==> config.mk <==
export PLATFORM = sky130hd
export DESIGN_NAME = stream_substring_replace_top_flat
export DESIGN_NICKNAME = d
export VERILOG_FILES = /design/src/sv/ssr_pkg.sv /design/src/sv/ssr_in_if.sv /design/src/sv/ssr_out_if.sv /design/src/sv/stream_substring_replace_top.sv /design/src/flat_wrapper.sv
export SDC_FILE = /design/constraint.sdc
export NUM_CORES = 1
export LEC_CHECK = 0
export ABC_CLOCK_PERIOD_IN_PS = 3700
export CAP_MARGIN = 0
export CORE_MARGIN = 5
export CORE_UTILIZATION = 45
export CTS_BUF_LIST = sky130_fd_sc_hd__clkbuf_4 sky130_fd_sc_hd__clkbuf_8 sky130_fd_sc_hd__clkbuf_16
export DETAILED_ROUTE_END_ITERATION = 10
export DONT_BUFFER_PORTS = 1
export PLACE_DENSITY = 0.6
export SYNTH_ARGS = -nofsm -noshare
export SYNTH_HDL_FRONTEND = slang
export SYNTH_SLANG_ARGS = --single-unit
==> constraint.sdc <==
create_clock -name clk -period 3.7 [get_ports clk]
set_clock_uncertainty 0.05 [all_clocks]
set_input_delay 0.555 -clock clk [delete_from_list [all_inputs] [get_ports clk]]
set_output_delay 0.555 -clock clk [all_outputs]
set_load 0.02 [all_outputs]
==> src/sv/ssr_pkg.sv <==
`default_nettype none

package ssr_pkg;

  localparam int WIN_DEPTH       = 8;
  localparam int PATTERN_MAX     = 8;
  localparam int REPLACEMENT_MAX = 8;

  localparam int PLEN_CAP = (PATTERN_MAX < WIN_DEPTH) ? PATTERN_MAX : WIN_DEPTH;
  localparam int RLEN_CAP = (REPLACEMENT_MAX < WIN_DEPTH) ? REPLACEMENT_MAX : WIN_DEPTH;

  localparam int IDX_W  = $clog2(WIN_DEPTH);
  localparam int FILL_W = $clog2(WIN_DEPTH + 1);

  localparam int CFG_DATA_W = 64;
  localparam int CFG_ADDR_W = 6;
  localparam int LIMIT_W    = 17;
  localparam int DONE_W     = 16;
  localparam int LEN_W      = 4;

  typedef logic [7:0] byte_t;

  typedef enum logic [2:0] {
    REG_PATTERN_BYTES      = 3'd0,
    REG_PATTERN_LENGTH     = 3'd1,
    REG_REPLACEMENT_BYTES  = 3'd2,
    REG_REPLACEMENT_LENGTH = 3'd3,
    REG_REPLACE_LIMIT      = 3'd4
  } cfg_reg_t;

endpackage

`default_nettype wire

==> src/sv/ssr_in_if.sv <==
`default_nettype none

interface ssr_in_if;
  import ssr_pkg::*;

  logic  valid;
  logic  ready;
  byte_t data_byte;
  logic  is_final;

  modport source (output valid, output data_byte, output is_final, input ready);
  modport sink   (input valid, input data_byte, input is_final, output ready);
endinterface

`default_nettype wire

==> src/sv/ssr_out_if.sv <==
`default_nettype none

interface ssr_out_if;
  import ssr_pkg::*;

  logic  valid;
  logic  ready;
  byte_t out_byte;
  logic  byte_valid;
  logic  last;

  modport source (output valid, output out_byte, output byte_valid, output last, input ready);
  modport sink   (input valid, input out_byte, input byte_valid, input last, output ready);
endinterface

`default_nettype wire

==> src/sv/stream_substring_replace_top.sv <==
// Streaming search and replace over a byte string.
// in_ch carries one byte per transfer; is_final marks the last byte of a string.
// out_ch carries the rewritten string one byte per transfer; last marks its end,
// and a final byte that leaves nothing to emit ends the string with one transfer
// with byte_valid 0.
// The APB port sets pattern, pattern length, replacement, replacement length and
// the replacement limit (negative means unlimited); registers sit at 8-byte steps.
// Up to pattern-length input bytes are held back in a window before they appear.
// Each accepted byte yields a batch of 0 to 8 results, computed in the accept
// cycle and loaded into an output batch register; the first result is visible
// on out_ch the next cycle.
// Throughput: one input byte per cycle while each byte yields at most one
// result and the receiver is ready; a byte that yields several results holds
// the output register until all have left, and the next byte is taken then.
// When the receiver stalls, the batch holds and input is held off while any
// result of the batch waits.
// Reset clears the window, the replacement count and the output batch, and
// returns the registers to pattern length 1, empty replacement, no limit.
`default_nettype none

module stream_substring_replace_top (
  input  wire logic                          clk,
  input  wire logic                          rst_n,
  ssr_in_if.sink                             in_ch,
  ssr_out_if.source                          out_ch,
  input  wire logic                          psel,
  input  wire logic                          penable,
  input  wire logic                          pwrite,
  input  wire logic [ssr_pkg::CFG_ADDR_W-1:0] paddr,
  input  wire logic [ssr_pkg::CFG_DATA_W-1:0] pwdata,
  output logic      [ssr_pkg::CFG_DATA_W-1:0] prdata,
  output logic                               pready
);
  import ssr_pkg::*;

  // configuration registers
  logic [63:0]          pat_bytes_r;
  logic [LEN_W-1:0]     pat_len_r;
  logic [63:0]          rep_bytes_r;
  logic [LEN_W-1:0]     rep_len_r;
  logic [LIMIT_W-1:0]   limit_r;

  // stream state
  byte_t                win_r [WIN_DEPTH];
  byte_t                win_nxt [WIN_DEPTH];
  logic [FILL_W-1:0]    fill_r, fill_nxt;
  logic [DONE_W-1:0]    done_r, done_nxt;

  // output batch
  byte_t                bat_r [WIN_DEPTH];
  logic [FILL_W-1:0]    bat_cnt_r;
  logic                 bat_bval_r;
  logic                 bat_last_r;

  cfg_reg_t             wr_idx;
  logic                 cfg_wr;

  logic                 in_xfer, out_xfer;

  // step logic
  byte_t                win_a [WIN_DEPTH];
  byte_t                pat_b [WIN_DEPTH];
  byte_t                rep_b [WIN_DEPTH];
  logic [FILL_W-1:0]    fill_a;
  logic [FILL_W-1:0]    plen, rlen;
  logic [FILL_W-1:0]    shamt;
  logic [FILL_W-1:0]    n_res;
  logic                 unlimited, allowed, matched, hit;
  logic [DONE_W-1:0]    limit;
  logic                 over, at_len;

  assign pready = 1'b1;
  assign cfg_wr = psel && penable && pwrite;
  assign wr_idx = cfg_reg_t'(paddr[5:3]);

  always_ff @(posedge clk) begin
    if (!rst_n) begin
      pat_bytes_r <= '0;
      pat_len_r   <= LEN_W'(1);
      rep_bytes_r <= '0;
      rep_len_r   <= '0;
      limit_r     <= '1;
    end else if (cfg_wr) begin
      case (wr_idx)
        REG_PATTERN_BYTES:      pat_bytes_r <= pwdata;
        REG_PATTERN_LENGTH:     pat_len_r   <= pwdata[LEN_W-1:0];
        REG_REPLACEMENT_BYTES:  rep_bytes_r <= pwdata;
        REG_REPLACEMENT_LENGTH: rep_len_r   <= pwdata[LEN_W-1:0];
        REG_REPLACE_LIMIT:      limit_r     <= pwdata[LIMIT_W-1:0];
        default: ;
      endcase
    end
  end

  always_comb begin
    case (wr_idx)
      REG_PATTERN_BYTES:      prdata = pat_bytes_r;
      REG_PATTERN_LENGTH:     prdata = CFG_DATA_W'(pat_len_r);
      REG_REPLACEMENT_BYTES:  prdata = rep_bytes_r;
      REG_REPLACEMENT_LENGTH: prdata = CFG_DATA_W'(rep_len_r);
      REG_REPLACE_LIMIT:      prdata = CFG_DATA_W'(limit_r);
      default:                prdata = '0;
    endcase
  end

  // effective lengths and limit
  always_comb begin
    plen = pat_len_r;
    if (plen == '0) plen = FILL_W'(1);
    if (plen > FILL_W'(PLEN_CAP)) plen = FILL_W'(PLEN_CAP);
    rlen = rep_len_r;
    if (rlen > FILL_W'(RLEN_CAP)) rlen = FILL_W'(RLEN_CAP);
    unlimited = limit_r[LIMIT_W-1];
    limit     = unlimited ? '1 : limit_r[DONE_W-1:0];
    allowed   = unlimited || (done_r < limit);
  end

  assign in_xfer  = in_ch.valid && in_ch.ready;
  assign out_xfer = out_ch.valid && out_ch.ready;

  assign in_ch.ready = (bat_cnt_r == '0) || (out_xfer && bat_cnt_r == FILL_W'(1));

  // append the incoming byte, compare, pick what leaves the window
  always_comb begin
    for (int i = 0; i < WIN_DEPTH; i++) begin
      win_a[i] = win_r[i];
      pat_b[i] = pat_bytes_r[8*i +: 8];
      rep_b[i] = rep_bytes_r[8*i +: 8];
    end
    fill_a = fill_r;
    if (fill_r < FILL_W'(WIN_DEPTH)) begin
      win_a[fill_r[IDX_W-1:0]] = in_ch.data_byte;
      fill_a = fill_r + FILL_W'(1);
    end

    matched = 1'b1;
    for (int i = 0; i < WIN_DEPTH; i++) begin
      if (FILL_W'(i) < plen && win_a[i] != pat_b[i]) matched = 1'b0;
    end

    over   = fill_a > plen;
    at_len = fill_a == plen;
    hit    = at_len && allowed && matched;

    if (over)              shamt = FILL_W'(2);
    else if (at_len && !hit) shamt = FILL_W'(1);
    else                   shamt = '0;

    if (hit)               n_res = rlen;
    else if (in_ch.is_final) n_res = fill_a;
    else                   n_res = shamt;

    for (int i = 0; i < WIN_DEPTH; i++) win_nxt[i] = '0;
    if (shamt == FILL_W'(2)) begin
      for (int i = 0; i < WIN_DEPTH - 2; i++) win_nxt[i] = win_a[i + 2];
    end else if (shamt == FILL_W'(1)) begin
      for (int i = 0; i < WIN_DEPTH - 1; i++) win_nxt[i] = win_a[i + 1];
    end else begin
      for (int i = 0; i < WIN_DEPTH; i++) win_nxt[i] = win_a[i];
    end

    if (in_ch.is_final || hit) fill_nxt = '0;
    else                       fill_nxt = fill_a - shamt;

    done_nxt = done_r;
    if (in_ch.is_final)            done_nxt = '0;
    else if (hit && done_r < limit) done_nxt = done_r + DONE_W'(1);
  end

  always_ff @(posedge clk) begin
    if (!rst_n) begin
      fill_r <= '0;
      done_r <= '0;
      for (int i = 0; i < WIN_DEPTH; i++) win_r[i] <= '0;
    end else if (in_xfer) begin
      fill_r <= fill_nxt;
      done_r <= done_nxt;
      for (int i = 0; i < WIN_DEPTH; i++) win_r[i] <= win_nxt[i];
    end
  end

  // output batch: load on accept, shift one byte per transfer
  always_ff @(posedge clk) begin
    if (!rst_n) begin
      bat_cnt_r  <= '0;
      bat_bval_r <= 1'b0;
      bat_last_r <= 1'b0;
    end else if (in_xfer) begin
      if (in_ch.is_final && n_res == '0) begin
        bat_cnt_r  <= FILL_W'(1);
        bat_bval_r <= 1'b0;
      end else begin
        bat_cnt_r  <= n_res;
        bat_bval_r <= 1'b1;
      end
      bat_last_r <= in_ch.is_final;
    end else if (out_xfer) begin
      bat_cnt_r <= bat_cnt_r - FILL_W'(1);
    end
  end

  always_ff @(posedge clk) begin
    if (in_xfer) begin
      for (int i = 0; i < WIN_DEPTH; i++) begin
        if (in_ch.is_final && n_res == '0) bat_r[i] <= '0;
        else if (hit)                     bat_r[i] <= rep_b[i];
        else                              bat_r[i] <= win_a[i];
      end
    end else if (out_xfer) begin
      for (int i = 0; i < WIN_DEPTH - 1; i++) bat_r[i] <= bat_r[i + 1];
      bat_r[WIN_DEPTH-1] <= '0;
    end
  end

  assign out_ch.valid      = bat_cnt_r != '0;
  assign out_ch.out_byte   = bat_r[0];
  assign out_ch.byte_valid = bat_bval_r;
  assign out_ch.last       = bat_last_r && (bat_cnt_r == FILL_W'(1));

  // window never reaches full depth between items
  a_fill_bound: assert property (@(posedge clk) disable iff (!rst_n)
    fill_r < FILL_W'(WIN_DEPTH))
    else $error("window fill out of range");

  // end of string empties the window and restarts the count
  a_final_clears: assert property (@(posedge clk) disable iff (!rst_n)
    (in_xfer && in_ch.is_final) |=> (fill_r == '0 && done_r == '0))
    else $error("state not cleared after final byte");

  // a batch never holds more results than the window depth
  a_batch_bound: assert property (@(posedge clk) disable iff (!rst_n)
    bat_cnt_r <= FILL_W'(WIN_DEPTH))
    else $error("batch count out of range");

  // an empty end marker is always the last result
  a_marker_last: assert property (@(posedge clk) disable iff (!rst_n)
    (out_ch.valid && !out_ch.byte_valid) |-> out_ch.last)
    else $error("empty marker without last");

endmodule

`default_nettype wire

==> src/flat_wrapper.sv <==
// flat-port wrapper written by rule: the top's interface ports become plain ports
module stream_substring_replace_top_flat import ssr_pkg::*;
  (clk, rst_n, psel, penable, pwrite, paddr, pwdata, prdata, pready, in_ch_valid, in_ch_data_byte, in_ch_is_final, in_ch_ready, out_ch_valid, out_ch_out_byte, out_ch_byte_valid, out_ch_last, out_ch_ready);
  ssr_in_if in_ch_i ();
  ssr_out_if out_ch_i ();
  input  wire logic clk;
  input  wire logic rst_n;
  input  wire logic psel;
  input  wire logic penable;
  input  wire logic pwrite;
  input  wire logic [ssr_pkg::CFG_ADDR_W-1:0] paddr;
  input  wire logic [ssr_pkg::CFG_DATA_W-1:0] pwdata;
  output logic      [ssr_pkg::CFG_DATA_W-1:0] prdata;
  output logic pready;
  input wire logic [$bits(in_ch_i.valid)-1:0] in_ch_valid;
  input wire logic [$bits(in_ch_i.data_byte)-1:0] in_ch_data_byte;
  input wire logic [$bits(in_ch_i.is_final)-1:0] in_ch_is_final;
  output wire logic [$bits(in_ch_i.ready)-1:0] in_ch_ready;
  output wire logic [$bits(out_ch_i.valid)-1:0] out_ch_valid;
  output wire logic [$bits(out_ch_i.out_byte)-1:0] out_ch_out_byte;
  output wire logic [$bits(out_ch_i.byte_valid)-1:0] out_ch_byte_valid;
  output wire logic [$bits(out_ch_i.last)-1:0] out_ch_last;
  input wire logic [$bits(out_ch_i.ready)-1:0] out_ch_ready;
  assign in_ch_i.valid = in_ch_valid;
  assign in_ch_i.data_byte = in_ch_data_byte;
  assign in_ch_i.is_final = in_ch_is_final;
  assign in_ch_ready = in_ch_i.ready;
  assign out_ch_valid = out_ch_i.valid;
  assign out_ch_out_byte = out_ch_i.out_byte;
  assign out_ch_byte_valid = out_ch_i.byte_valid;
  assign out_ch_last = out_ch_i.last;
  assign out_ch_i.ready = out_ch_ready;
  stream_substring_replace_top u_core (.clk(clk), .rst_n(rst_n), .in_ch(in_ch_i), .out_ch(out_ch_i), .psel(psel), .penable(penable), .pwrite(pwrite), .paddr(paddr), .pwdata(pwdata), .prdata(prdata), .pready(pready));
endmodule
==> impl_metrics.py <==
metrics = {
    "clock_network": {
        "clkTransAtPathRegs_ns": 0.06,
        "cts_buffers": 38,
        "cts_buffer_depth": 3,
        "cts_sinks": 307,
        "clk_latency_ns": 0.56,
        "hold_buffers": 0,
        "cts-root-buf": "clkbuf_16",
        "cts-htree-levels": 2,
        "cts_tree": "built",
    },
    "synthesis": {
        "synth_fp_nets": 2231,
        "synthTopCellsByArea": "edfxtp_1, dfxtp_1, nand2_1, a21boi_0, nand3_1",
        "synth_simple_gate_area_share_pct": 26.4,
        "synthAdderAreaFrac_pct": 1.87,
        "syn_area_um2": 17800,
        "yosysSeqAreaShare_pct": 41.6,
        "ys_seq_elements": 307,
        "synth_mux_area_share_pct": 5.17,
        "postSynthAreaPerCell_um2": 8.42,
        "synth_ff_type": "dfxtp_1",
        "yosys.area.top_type_share_pct": 21.6,
        "synthCells": 2119,
        "synth.distinct_cells": 72,
        "synth_compound_area_share_pct": 17.1,
        "async_reset_ff_share_pct": 0,
        "synth_top_family_by_area": "simple AND/OR/NAND/NOR gates",
        "synth_edf_count": 128,
        "ys_warn_count": 0,
        "synth_xor_area_share_pct": 2.50,
        "synth_area_leader_cell": "edfxtp_1",
    },
    "run": {
        "cap_viol_max_count": 0,
    },
    "floorplanning": {
        "die_w_um": 209,
        "start_util_pct": 45.2,
        "pin_count": 163,
        "num_rows": 73,
        "die_area_um2": 43700,
        "coreArea_um2": 39500,
        "die_y_um": 209,
    },
    "setup_path": {
        "crit_path_start_kind": "register",
        "rrSetupSlack_ns": -0.31,
        "crit_top_cell": "buf_6",
        "slowest_delay_ns": 0.59,
        "end_kind": "register",
        "critPathMaxFanout": 5,
        "crit_required_ns": 3.90,
        "cp.arrival_ns": 4.21,
        "crit_family": "compound AO/OA/AOI/OAI gates",
        "cpMaxStageDelayCell": "or4_4",
        "cp_cell_sequence": "nor4b_4 -> buf_6 -> mux2_4 -> a22o_1 -> a211o_1 -> or4_4 -> o41ai_4 -> buf_4 -> o211a_4 -> buf_6 -> buf_6 -> buf_6 -> and3_4 -> nor4_4",
        "worst-path-buf-inv": 5,
        "critPathKind": "register to register",
    },
    "pwr": {
        "power.density_nw_per_um2": 942,
        "power_mw": 21.2,
        "vdd_drop_max_v": 0.00116,
        "leakagePower_nw": 8.41,
    },
    "sta": {
        "max_freq_mhz": 249,
        "finalMaxSlewViolations": 0,
        "timing.hold.ws_ns": 0.0728,
        "hold_violations": 0,
        "setup_viol": 153,
        "grt_setup_unrepaired": "true",
        "worst_slack_ns": -0.313,
        "post-route-period-util_pct": 108,
        "tightest_slew_ns": 1.19,
        "maxSlewHeadroom_pct": 20.6,
        "layout_min_cycle_time_ns": 4.01,
    },
    "placed_design": {
        "postPlaceCellArea_um2": 19100,
        "pre_cts_slack_ns": -0.518,
        "dp_cells": 2607,
        "routabilityCongestion": 0.901,
        "io_buffers": 0,
        "hpwl_um": 43500,
    },
    "routing": {
        "drt-pass1-iter-count": 8,
        "drtAntennaViolNets": 0,
        "vias": 16949,
        "viasPerCell": 6.22,
        "wl_per_cell_um": 24.6,
        "wirelength_um": 67000,
        "drt_iter0_markers": 1677,
        "drc": 0,
    },
    "global_route": {
        "overflow": 0,
        "grt_pass1_wl_um": 99500,
        "antenna_found_initial": 2,
        "grt_pass1_vias": 16226,
        "grt_max_degree": 165,
        "grtUsageTotal_pct": 28.6,
    },
    "cells_and_area": {
        "design_area_um2": 22500,
        "fin_cells": 2724,
        "nets": 2280,
        "drive_above_1_share_pct": 22.5,
        "area_growth_pct": 26.0,
    },
    "run_status": {
        "violations": "negative setup slack",
        "status": "complete, but fails checks",
    },
    "worst_hold_path": {
        "min_path_type": "input pin to register",
    },
}
stage by stage:
stage,setup TNS (ns),utilization (%)
3_5_place_dp,-49.00,48.5
4_1_cts,-22.38,54.9
5_1_grt,-41.74,57.0
3_3_place_gp,-37.64,48.5
6_report,-30.45,57.0
2_1_floorplan,-0.176,-
repair_timing:
item / CTS / global route
setup buffers: 21 / 10
resized for setup: 133 / 149
endpoints found under the hold margin: 0 / 0
endpoints found under the setup margin: 153 / 153
pin swaps: 83 / 77
cloned: 16 / 9
layer usage:
metal,track usage [%],vias to the layer above,part of all wire (%)
li1,-,7717,-
met1,39.1,8249,42
met2,46.6,834,47
met3,5.33,147,8.2
met4,8.26,2,3.2
met5,0,-,0.051
layout by cell type (no fill, tap or decap), types with 8 or more instances in the layout:
master       n
nor2b_1     14
a22o_1      53
nand2_1    414
nand2b_1    21
nor2_1     103
buf_6       16
ha_1        24
nor4_1      17
o311ai_0    14
xnor2_1     25
dfxtp_1    175
clkinv_2     9
xor2_1      26
clkbuf_16   56
a211oi_1    16
nand3_1     99
o22ai_1     15
a21o_1      10
or3_4       29
or3_1       25
buf_12      24
o21ai_0     19
inv_1       43
buf_4      126
o31ai_1      8
a21oi_2     12
or4_1        8
edfxtp_1   128
mux2_2      11
mux2i_1     66
nand3_4     17
nand4_1     16
a21boi_0   134
nor3_1      39
and3_1      64
nand3_2     78
a21oi_1     58
report_power, final:
group	switching (mW)	total (mW)	internal [mW]
clock	1.53	3.84	2.30
combinational	7.42	12.1	4.72
sequential	0.470	5.19	4.72
total	9.42	21.2	11.7
final timing paths:
| path | from | end | cells past startpoint |
|---|---|---|---|
| min | rst_n | u_core.pat_len_r[0]$_SDFFE_PN1P_ | 1 |
| max | u_core.fill_r[0]$_SDFFE_PN0P_ | u_core.win_r[0][6]$_SDFFCE_PN0P_ | 14 |
| min reg2reg | u_core.bat_last_r$_SDFFE_PN0P_ | u_core.bat_last_r$_SDFFE_PN0P_ | 2 |
| max reg2reg | u_core.fill_r[0]$_SDFFE_PN0P_ | u_core.win_r[0][6]$_SDFFCE_PN0P_ | 14 |
layout make-up:
type	count	area (um^2)
fillers	3487	17000
multi-input cells	1585	10700
flip-flops and latches	307	7430
repair buffers	190	2160
clock buffers	54	1220
well taps	525	657
inverters	46	178
clock inverters	16	83.8
diodes	1	2.50
cells by family (layout without fill, tap and decap cells):
group	count (synthesis)	after routing
and+or+nand+nor	1001	1001
xor gates and xnor gates	51	51
buffers and inverters	227	306
DFF	307	307
other	1	2
muxes	89	89
adders and majority gates	26	26
AOI/OAI and AO/OA	417	417
cells in the mapped netlist, types with 53 or more instances:
master and instances:
nand2_1 420, nand3_1 194, dfxtp_1 179, clkbuf_1 139, a21boi_0 134, edfxtp_1 128, nor2_1 107, a21oi_1 74
mux2i_1 73, and3_1 69, or3_1 54, a22o_1 53
flip-flops by register name, indices dropped and copies added, names as in the netlist:
| signal | count |
|---|---|
| u_core.bat_cnt_r | 4 |
| u_core.rep_bytes_r | 64 |
| u_core.win_r | 64 |
| u_core.limit_r | 17 |
| u_core.pat_len_r | 4 |
| u_core.fill_r | 4 |
| u_core.bat_r | 64 |
| u_core.done_r | 16 |
| u_core.pat_bytes_r | 64 |
| u_core.out_ch.byte_valid | 1 |
| u_core.bat_last_r | 1 |
| u_core.rep_len_r | 4 |
(Power assumes the default switching activity.)
